File: src/design/int_to_ascii_dec_hex_formatter_assert.svh
// Assertion macros for the integer to ASCII formatter.
// Each macro expects clk and rst_n in scope.
`ifndef INT_TO_ASCII_DEC_HEX_FORMATTER_ASSERT_SVH
`define INT_TO_ASCII_DEC_HEX_FORMATTER_ASSERT_SVH

// Same-cycle implication.
`define ITADF_ASSERT_NOW(label, cond, prop) \
  label: assert property (@(posedge clk) disable iff (!rst_n) (cond) |-> (prop)) \
    else $error("formatter assertion failed");

// Next-cycle implication.
`define ITADF_ASSERT_NEXT(label, cond, prop) \
  label: assert property (@(posedge clk) disable iff (!rst_n) (cond) |=> (prop)) \
    else $error("formatter assertion failed");

`endif

File: src/design/itadf_pkg.sv
`timescale 1ns / 1ps

package itadf_pkg;

  localparam logic [1:0] CMD_SDEC = 2'd0;
  localparam logic [1:0] CMD_UDEC = 2'd1;
  localparam logic [1:0] CMD_HEXL = 2'd2;
  localparam logic [1:0] CMD_HEXU = 2'd3;

  localparam int NUM_DIGITS     = 10;
  localparam int BITS_PER_STAGE = 4;
  localparam int DD_STAGES      = 32 / BITS_PER_STAGE;

  localparam logic [3:0] MAX_MIN_DIGITS = 4'd9;

  localparam logic [6:0] ASCII_MINUS = 7'h2d;
  localparam logic [6:0] ASCII_ZERO  = 7'h30;
  localparam logic [6:0] ASCII_UA    = 7'h41;
  localparam logic [6:0] ASCII_LA    = 7'h61;

  typedef logic [NUM_DIGITS-1:0][3:0] digits_t;

  // One word in flight through the conversion stages.
  typedef struct packed {
    logic [1:0]  mode;
    logic        neg;
    logic [3:0]  min_dig;
    logic [31:0] mag;
    logic [31:0] bin;
    digits_t     bcd;
  } stage_t;

  // Request handed to the serializer.
  typedef struct packed {
    digits_t    digits;
    logic [3:0] top;
    logic       neg;
    logic       upper;
  } ser_req_t;

  // Shift four binary bits, MSB first, into the BCD register.
  function automatic digits_t dabble4(input digits_t bcd_in, input logic [3:0] bits);
    digits_t                 acc;
    logic [4*NUM_DIGITS-1:0] flat;
    acc = bcd_in;
    for (int s = 3; s >= 0; s--) begin
      for (int j = 0; j < NUM_DIGITS; j++) begin
        if (acc[j] >= 4'd5) begin
          acc[j] = acc[j] + 4'd3;
        end
      end
      flat = acc;
      acc  = {flat[4*NUM_DIGITS-2:0], bits[s]};
    end
    return acc;
  endfunction

  function automatic logic [6:0] digit_char(input logic [3:0] d, input logic upper);
    logic [6:0] base;
    base = upper ? ASCII_UA : ASCII_LA;
    if (d < 4'd10) begin
      return ASCII_ZERO + {3'd0, d};
    end
    return base + {3'd0, d} - 7'd10;
  endfunction

endpackage

File: src/design/itadf_serializer.sv
`timescale 1ns / 1ps

module itadf_serializer (
  input  logic                 clk,
  input  logic                 rst_n,
  input  logic                 req_valid,
  input  itadf_pkg::ser_req_t  req,
  output logic                 req_ready,
  output logic                 out_valid,
  input  logic                 out_stall,
  output logic [6:0]           out_character,
  output logic                 out_last
);

  logic                busy_r;
  logic                sign_r;
  logic                upper_r;
  logic [3:0]          idx_r;
  itadf_pkg::digits_t  digits_r;
  logic                out_valid_r;
  logic [6:0]          char_r;
  logic                last_r;
  logic                out_take;

  assign out_take  = !out_valid_r || !out_stall;
  // Take a new request when idle, or while the last character of the current one leaves.
  assign req_ready = !busy_r || (out_take && !sign_r && (idx_r == 4'd0));

  always_ff @(posedge clk) begin
    if (!rst_n) begin
      busy_r      <= 1'b0;
      sign_r      <= 1'b0;
      out_valid_r <= 1'b0;
    end else begin
      if (out_take) begin
        out_valid_r <= busy_r;
        if (busy_r) begin
          if (sign_r) begin
            char_r <= itadf_pkg::ASCII_MINUS;
            last_r <= 1'b0;
          end else begin
            char_r <= itadf_pkg::digit_char(digits_r[idx_r], upper_r);
            last_r <= (idx_r == 4'd0);
          end
        end
      end
      // Load a fresh request, else advance through the current one.
      if (req_valid && req_ready) begin
        busy_r   <= 1'b1;
        sign_r   <= req.neg;
        upper_r  <= req.upper;
        idx_r    <= req.top;
        digits_r <= req.digits;
      end else if (out_take && busy_r) begin
        if (sign_r) begin
          sign_r <= 1'b0;
        end else if (idx_r == 4'd0) begin
          busy_r <= 1'b0;
        end else begin
          idx_r <= idx_r - 4'd1;
        end
      end
    end
  end

  assign out_valid     = out_valid_r;
  assign out_character = char_r;
  assign out_last      = last_r;

endmodule

File: src/design/int_to_ascii_dec_hex_formatter.sv
`timescale 1ns / 1ps

// Integer to ASCII formatter. Each request carries a 32-bit word, a mode
// (signed decimal, unsigned decimal, lower or upper hex) and a minimum digit
// count; the block returns the text one ASCII character per result, most
// significant digit first, with out_last on the final one. Negative words in
// signed mode lead with '-'. A request passes an input stage, eight binary to
// BCD stages (four bits each) and a format stage before the output register.
// A new request may enter every cycle while the pipeline has room; sustained
// rate is set by the single output register, which sends one character per
// cycle while out_stall is low: a request's string (sign plus digits) holds
// 1 to 11 characters.
module int_to_ascii_dec_hex_formatter (
  input  logic        clk,
  input  logic        rst_n,
  input  logic        in_valid,
  output logic        in_stall,
  input  logic [1:0]  in_command,
  input  logic [31:0] in_value,
  input  logic [3:0]  in_min_digits,
  output logic        out_valid,
  input  logic        out_stall,
  output logic [6:0]  out_character,
  output logic        out_last
);

  localparam int NS = itadf_pkg::DD_STAGES;

  itadf_pkg::stage_t   stg_r [0:NS];
  itadf_pkg::stage_t   stg_nxt [0:NS];
  logic [NS:0]         v_r;
  logic [NS:0]         rdy;

  itadf_pkg::ser_req_t fmt_r;
  itadf_pkg::ser_req_t fmt_nxt;
  logic                fv_r;
  logic                fmt_ready;
  logic                ser_ready;

  // Ready chain: a stage advances when it is empty or its successor moves.
  always_comb begin
    fmt_ready = !fv_r || ser_ready;
    rdy[NS] = !v_r[NS] || fmt_ready;
    for (int k = NS - 1; k >= 0; k--) begin
      rdy[k] = !v_r[k] || rdy[k+1];
    end
  end

  assign in_stall = !rdy[0];

  always_comb begin
    // Input stage: take the magnitude, note the sign, clamp the digit count.
    stg_nxt[0].mode    = in_command;
    stg_nxt[0].neg     = (in_command == itadf_pkg::CMD_SDEC) && in_value[31];
    stg_nxt[0].mag     = stg_nxt[0].neg ? (32'd0 - in_value) : in_value;
    stg_nxt[0].bin     = stg_nxt[0].mag;
    stg_nxt[0].bcd     = '0;
    stg_nxt[0].min_dig = (in_min_digits > itadf_pkg::MAX_MIN_DIGITS) ?
                         itadf_pkg::MAX_MIN_DIGITS : in_min_digits;
    // Conversion stages: shift four magnitude bits into the BCD digits each.
    for (int k = 1; k <= NS; k++) begin
      stg_nxt[k]     = stg_r[k-1];
      stg_nxt[k].bcd = itadf_pkg::dabble4(stg_r[k-1].bcd, stg_r[k-1].bin[31:28]);
      stg_nxt[k].bin = {stg_r[k-1].bin[27:0], 4'd0};
    end
  end

  always_ff @(posedge clk) begin
    if (!rst_n) begin
      v_r <= '0;
    end else begin
      if (rdy[0]) begin
        v_r[0] <= in_valid;
      end
      for (int k = 1; k <= NS; k++) begin
        if (rdy[k]) begin
          v_r[k] <= v_r[k-1];
        end
      end
    end
  end

  // Payload registers: load only when the feeding side holds a request.
  always_ff @(posedge clk) begin
    if (rdy[0] && in_valid) begin
      stg_r[0] <= stg_nxt[0];
    end
    for (int k = 1; k <= NS; k++) begin
      if (rdy[k] && v_r[k-1]) begin
        stg_r[k] <= stg_nxt[k];
      end
    end
  end

  // Format stage: pick the digit set and find the first digit to print,
  // the highest nonzero one or the one the minimum count forces.
  always_comb begin
    logic hex;
    hex = stg_r[NS].mode[1];
    fmt_nxt.digits = hex ? {8'd0, stg_r[NS].mag} : stg_r[NS].bcd;
    fmt_nxt.neg    = stg_r[NS].neg;
    fmt_nxt.upper  = (stg_r[NS].mode == itadf_pkg::CMD_HEXU);
    fmt_nxt.top    = 4'd0;
    for (int i = 0; i < itadf_pkg::NUM_DIGITS; i++) begin
      if ((fmt_nxt.digits[i] != 4'd0) || (4'(i) < stg_r[NS].min_dig)) begin
        fmt_nxt.top = 4'(i);
      end
    end
  end

  always_ff @(posedge clk) begin
    if (!rst_n) begin
      fv_r <= 1'b0;
    end else if (fmt_ready) begin
      fv_r <= v_r[NS];
    end
  end

  always_ff @(posedge clk) begin
    if (fmt_ready && v_r[NS]) begin
      fmt_r <= fmt_nxt;
    end
  end

  // Drive characters out one per cycle while out_stall is low.
  itadf_serializer u_ser (
    .clk           (clk),
    .rst_n         (rst_n),
    .req_valid     (fv_r),
    .req           (fmt_r),
    .req_ready     (ser_ready),
    .out_valid     (out_valid),
    .out_stall     (out_stall),
    .out_character (out_character),
    .out_last      (out_last)
  );

`include "int_to_ascii_dec_hex_formatter_assert.svh"

  // A minus sign never ends a string.
  `ITADF_ASSERT_NOW(a_minus_not_last, out_valid && (out_character == itadf_pkg::ASCII_MINUS), !out_last)
  // Once the sign leaves, the first digit follows at once.
  `ITADF_ASSERT_NEXT(a_digit_after_minus, out_valid && !out_stall && (out_character == itadf_pkg::ASCII_MINUS), out_valid)
  // Only signed decimal requests carry a sign.
  `ITADF_ASSERT_NOW(a_sign_only_sdec, v_r[0] && stg_r[0].neg, stg_r[0].mode == itadf_pkg::CMD_SDEC)

endmodule

File: config.mk
export PLATFORM = sky130hd
export DESIGN_NAME = int_to_ascii_dec_hex_formatter
export DESIGN_NICKNAME = d
export VERILOG_FILES = /design/src/design/itadf_pkg.sv /design/src/design/itadf_serializer.sv /design/src/design/int_to_ascii_dec_hex_formatter.sv
export VERILOG_INCLUDE_DIRS = /design/src /design/src/design
export SDC_FILE = /design/constraint.sdc
export NUM_CORES = 1
export LEC_CHECK = 0
export BUFFER_PORTS_ARGS = -buffer_cell sky130_fd_sc_hd__buf_2
export CAP_MARGIN = 20
export CORE_MARGIN = 4
export CORE_UTILIZATION = 40
export CTS_CLUSTER_DIAMETER = 120
export DETAILED_ROUTE_END_ITERATION = 7
export PLACE_DENSITY = 0.57
export SLEW_MARGIN = 5
export SYNTH_ARGS = -nofsm -noshare
export SYNTH_HDL_FRONTEND = slang
export SYNTH_SLANG_ARGS = --single-unit
File: constraint.sdc
create_clock -name clk -period 12.3 [get_ports clk]
set_input_delay 0.615 -clock clk [delete_from_list [all_inputs] [get_ports clk]]
set_output_delay 0.615 -clock clk [all_outputs]
set_load 0.01 [all_outputs]
Word level (Yosys, flattened, before mapping)
Memories as Yosys holds them, arrays and structs flattened.
Cells that the tools add are included.
{"block": "totals", "register_bits": 112, "latch_bits": 0, "ram_bits": 999, "rom_bits": 0, "input_bits": 42, "output_inout_bits": 10, "elab_cells": 1140, "n_memories": 1}
{"block": "classes", "n_addsub": 325, "multipliers": 0, "div_mod_pow": 0, "order_cmp": 332, "eq_ne": 3, "n_shift": 0, "n_mux": 369, "n_bitwise": 0, "n_reduce_logical": 69}
{"name": "stg_r", "words": 9, "width": 111, "read_ports": 9, "rd_ports_with_merged_regs": 0, "wr": 9, "line": "int_to_ascii_dec_hex_formatter.sv:29", "source": "itadf_pkg::stage_t stg_r [0:NS];"}
{"operator": ">= comparator 4 x 3 -> 1 bit, second input constant", "n": 320}
{"operator": "two-way mux 4 bit", "n": 300}
{"operator": "adder 4 x 2 -> 4 bit, second input constant", "n": 288}
{"operator": "adder 3 x 2 -> 3 bit, second input constant", "n": 32}
{"operator": "two-way mux 3 bit", "n": 32}
{"operator": "two-way mux 40 bit", "n": 1}
{"operator": "nonzero test 4 bit", "n": 9}
{"operator": "two-way mux 32 bit", "n": 1}
{"operator": "subtractor 1 x 32 -> 32 bit, first input constant", "n": 1}
{"operator": "two-way mux 1 bit", "n": 31}
{"operator": "logical OR 1 bit", "n": 21}
{"operator": "binary-select mux 4 bit (select 4 bit)", "n": 1}
{"operator": "< comparator 3 x 4 -> 1 bit, first input constant", "n": 4}
{"operator": "logical AND 1 bit", "n": 15}
{"operator": "zero test 1 bit", "n": 15}
{"operator": "two-way mux 7 bit", "n": 2}
{"operator": "< comparator 2 x 4 -> 1 bit, first input constant", "n": 2}
{"operator": "< comparator 4 bit, first input constant", "n": 2}
{"operator": "adder 6 x 4 -> 7 bit, first input constant", "n": 1}
{"operator": "adder 7 x 4 -> 7 bit", "n": 1}
{"operator": "subtractor 7 x 4 -> 7 bit, second input constant", "n": 1}
{"operator": "two-way mux 6 bit", "n": 1}
{"operator": "AND reduction 3 bit", "n": 2}
{"operator": "< comparator 4 x 5 -> 1 bit, second input constant", "n": 1}
{"operator": "12 further kinds", "n": 14}

Longest topological paths before layout
{"block": "depth", "word_depth": 18, "depth_mapped": 21, "depth_no_buf": 21}

Cells and area by module
Synthesis repeated with hierarchy kept, for this count alone.
{"block": "hier_totals", "hier_cells": 3568, "hier_area_um2": 38154.1}
{"module": "int_to_ascii_dec_hex_formatter", "n_inst": 1, "cells_each": 3416, "area_per_inst_um2": 35814.3, "seq_area_each_um2": 17436.7}
{"module": "itadf_serializer", "n_inst": 1, "cells_each": 152, "area_per_inst_um2": 2339.7, "seq_area_each_um2": 1651.6}

Worst setup path after synthesis
No wires, ideal clock.
{"block": "synth_timing", "path_kind": "register to register", "startpoint": "register u_ser.idx_r[0]", "endpoint": "memory stg_r[0][889] in the netlist's numbering, enable pin", "setup_time_ns": 0.634, "arrival_time_ns": 7.309, "required_ns": 11.666, "setup_slack_ns": 4.357, "stages_incl_launch_ff": 9, "path_buffers": 2, "synth_period_minus_slack_ns": 7.943, "path_cell_list": "edfxtp_1 > buf_2 > buf_2 > inv_1 > ha_1 > nor4b_1 > a21boi_0 > and2_1 > a21boi_0"}
{"item": "start, declared", "line": "itadf_serializer.sv:18", "source": "logic [3:0] idx_r;"}
{"item": "start signal, assigned", "line": "itadf_serializer.sv:52", "source": "idx_r <= req.top;"}
{"item": "start signal, assigned", "line": "itadf_serializer.sv:60", "source": "idx_r <= idx_r - 4'd1;"}
{"item": "end, declared", "line": "int_to_ascii_dec_hex_formatter.sv:29"}

Final worst setup path
{"block": "layout_timing", "startpoint": "register u_ser.idx_r[0]", "endpoint": "output in_stall"}
{"block": "layout_via", "elab_chain_cells": 14}
{"item": "zero test 4 bit", "line": "itadf_serializer.sv:27", "source": "assign req_ready = !busy_r || (out_take && !sign_r && (idx_r == 4'd0));"}
{"item": "logical AND 1 bit", "line": "itadf_serializer.sv:27"}
{"item": "logical OR 1 bit", "line": "itadf_serializer.sv:27"}
{"item": "logical OR 1 bit", "line": "int_to_ascii_dec_hex_formatter.sv:42", "source": "fmt_ready = !fv_r || ser_ready;"}
{"item": "logical OR 1 bit", "line": "int_to_ascii_dec_hex_formatter.sv:43", "source": "rdy[NS] = !v_r[NS] || fmt_ready;"}
{"item": "logical OR 1 bit (8 in series)", "line": "int_to_ascii_dec_hex_formatter.sv:45", "source": "rdy[k] = !v_r[k] || rdy[k+1];"}
{"item": "zero test 1 bit", "line": "int_to_ascii_dec_hex_formatter.sv:49", "source": "assign in_stall = !rdy[0];"}
{"item": "end, declared", "line": "int_to_ascii_dec_hex_formatter.sv:17", "source": "output logic in_stall,"}
No other way between the ends.

==> results.py <==
metrics = {
    "run_status": {
        "status": "finished, final reports clean",
    },
    "logic_synthesis": {
        "synth_flop_cell": "edfxtp_1",
        "ys_warn_count": 0,
        "synth_seq_cells": 640,
        "yosysUniqueCellTypes": 109,
        "synth_sequential_area_ratio_pct": 49.91,
        "synth_top_area_share_pct": 49.23,
        "ys_top_cells_by_area": "edfxtp_1 49%, ha_1 4.7%, a21oi_1 4.1%",
        "ys_async_sr_fraction_pct": 0,
        "syn-instance-count": 3564,
        "synth_top_area_cell": "edfxtp_1",
        "syn-num-nets": 3749,
        "synth.avg_cell_area_um2": 10.73,
        "synth-edff-count": 627,
        "synth_area_mm2": 0.03825,
    },
    "global_route": {
        "antenna_found_initial": 4,
        "grt_pass1_wl_mm": 120.0,
        "grt_pass1_vias": 24342,
        "gr-usage-all-layers_pct": 14.18,
        "grt_max_degree": 78,
        "grt.overflow.total": 0,
    },
    "die": {
        "start_util_pct": 40.32,
        "core-area_mm2": 0.09487,
        "io_pins": 52,
        "dieArea_mm2": 0.1006,
        "die_w_um": 317.2,
        "rows": 113,
        "die_h_um": 317.2,
    },
    "drt": {
        "dr.pass1.iters": 5,
        "postRouteAntennaNets": 0,
        "via_count": 26588,
        "drtIter0Drc": 2108,
        "finalWirelength_mm": 71.84,
        "drc_errors": 0,
        "wl_per_cell_um": 14.57,
        "viasPerCell": 5.392,
    },
    "cts": {
        "cts_max_path_buffers": 3,
        "numCtsBuffers": 70,
        "insertion_delay_ns": 0.63,
        "root_buffer": "clkbuf_16",
        "cts_tree": "done",
        "htree_levels": 3,
        "cts.clk_slew.worst_paths_ns": 0.06,
        "cts.sinks": 640,
        "post_cts_buffers": 0,
        "cts_hold_buf": 0,
        "cts_resized": 0,
    },
    "layout": {
        "final_util_pct": 44.59,
        "n_fill_cell": 8805,
        "nets": 3798,
        "layout-drive-gt1-share_pct": 10.45,
        "synthToLayoutAreaGrowth_pct": 10.60,
    },
    "sta": {
        "max_freq_ghz": 0.1856,
        "finalCritPeriodShare_pct": 43.81,
        "final.min_clock_period_ns": 5.388,
        "tightestPinTransition_ns": 1.143,
        "final_hold_viol_count": 0,
        "clock-skew-final_ns": 0.04250,
        "rsz0062_at_grt": "no",
        "slew_viol_final": 0,
        "slew_headroom_pct": 23.24,
        "whs_ns": 0.1907,
        "setup_tns_ns": 0,
        "setup_viol": 0,
    },
    "power": {
        "pwr_density_cell_mw_per_mm2": 118.2,
        "vdd_drop_max_v": 0.0001116,
        "p_leak_nw": 14.74,
        "total_power_w": 0.004999,
    },
    "worst_setup_path": {
        "cp.arrival_ns": 4.77,
        "crit_chain": "inv_1, ha_1, nor4b_1, a21boi_0, nand2_1, nor3_1, and2_1, and3_1, and3_1, buf_2",
        "path_common_cell": "and3_1",
        "crit_path_max_fanout": 15,
        "crit_slowest_cell": "nor3_1",
        "startpoint_type": "flip-flop",
        "path_class": "flip-flop to primary output",
        "crit_buf_inv": 2,
        "critPathRequiredTime_ns": 11.69,
        "end_kind": "primary output",
        "max_stage_delay_ns": 0.93,
        "cp_top_family": "simple AND/OR/NAND/NOR gates",
    },
    "job": {
        "drv_cap": 0,
    },
    "place": {
        "hpwl_mm": 50.50,
        "gp_congestion": 0.8060,
        "port_buffers": 51,
    },
    "hold_path": {
        "holdCritPathClass": "input pin to flip-flop",
    },
}
==> stage by stage <==
stage | instances | setup slack, ns | cell area (µm²)
2_1_floorplan | 3564 | 4.357 | 38250
3_3_place_gp | 4803 | 7.649 | 39910
3_5_place_dp | 4803 | 7.616 | 39910
4_1_cts | 4927 | 6.906 | 42250
5_1_grt | 4930 | 6.502 | 42300
6_report | 4931 | 6.912 | 42300
==> cell type report <==
class / count / area, µm² / area share, %
inverters: 197 / 739.5 / 1.748
multi-input cells: 2637 / 18140 / 42.89
diodes: 1 / 2.502 / 0.005915
clock buffers: 85 / 1818 / 4.298
repair buffers: 67 / 400.4 / 0.9465
well taps: 1265 / 1583 / 3.741
clock inverters: 39 / 529.3 / 1.251
flip-flops and latches: 640 / 19090 / 45.12
==> synthesized netlist by cell type, types with 48 or more instances <==
master    number
o21a_1        48
clkbuf_1      75
nor2_1       242
nor3b_1       51
nor3_1        69
o21ai_1       57
xor2_1        52
o21ai_0      243
inv_1        179
xnor2_1      134
nand3_1       61
ha_1         143
nand2_1      232
edfxtp_1     627
a31oi_1       65
mux2_2        85
nand2b_1      78
mux2i_1       88
a21oi_1      314
==> sequential cells by signal, indices dropped and copies added, names as in the netlist <==
signal and count:
fmt_r 46, fv_r 1, stg_r 528, u_ser.busy_r 1, u_ser.digits_r 40, u_ser.idx_r 4, u_ser.out_character 7, u_ser.out_last 1
u_ser.out_valid 1, u_ser.sign_r 1, u_ser.upper_r 1, v_r 9
==> logic make-up after synthesis <==
family	share of synthesized area (%)
adders and majority gates	4.835
DFF	49.91
xor gates and xnor gates	4.956
AOI/OAI and AO/OA	20.05
buffers and inverters	2.872
and+or+nand+nor	11.73
muxes	5.646
==> placed cells by master, fill, tap and decap left out, drive strengths merged, types with 85 or more instances in the layout <==
master  synthesis  final
xnor2         148    148
ha            143    143
nand2         232    232
a21oi         344    344
clkbuf         76     85
mux2           90     90
inv           197    198
nor2          244    244
mux2i          91     91
o21ai         303    303
edfxtp        627    627
==> path summary, 6_finish.rpt <==
path,startpoint,endpoint,slack [ns],cells after the start
setup / recovery,u_ser.idx_r[0],in_stall,6.91,10
hold / removal,in_value[0],stg_r[0][72],0.19,1
setup reg to reg,u_ser.idx_r[0],stg_r[0][92],7.75,11
hold reg to reg,fmt_r[9],u_ser.digits_r[3],0.39,0
==> power breakdown <==
part	switching (W)	internal (W)	total [W]	leakage, nW
sequential	0.0000146	0.00242	0.00244	5.82
combinational	0.000270	0.000187	0.000457	7.80
clock	0.000882	0.00122	0.00210	1.12
==> per-layer routing <==
metal	wire, µm	GRT usage [%]	up-vias
met5	0	0	-
met4	1527	3.747	0
met3	2658	2.209	90
met2	32400	22.83	405
met1	35250	20.05	12419
li1	-	-	13674
Note: power is estimated with default switching activity, not from simulation.
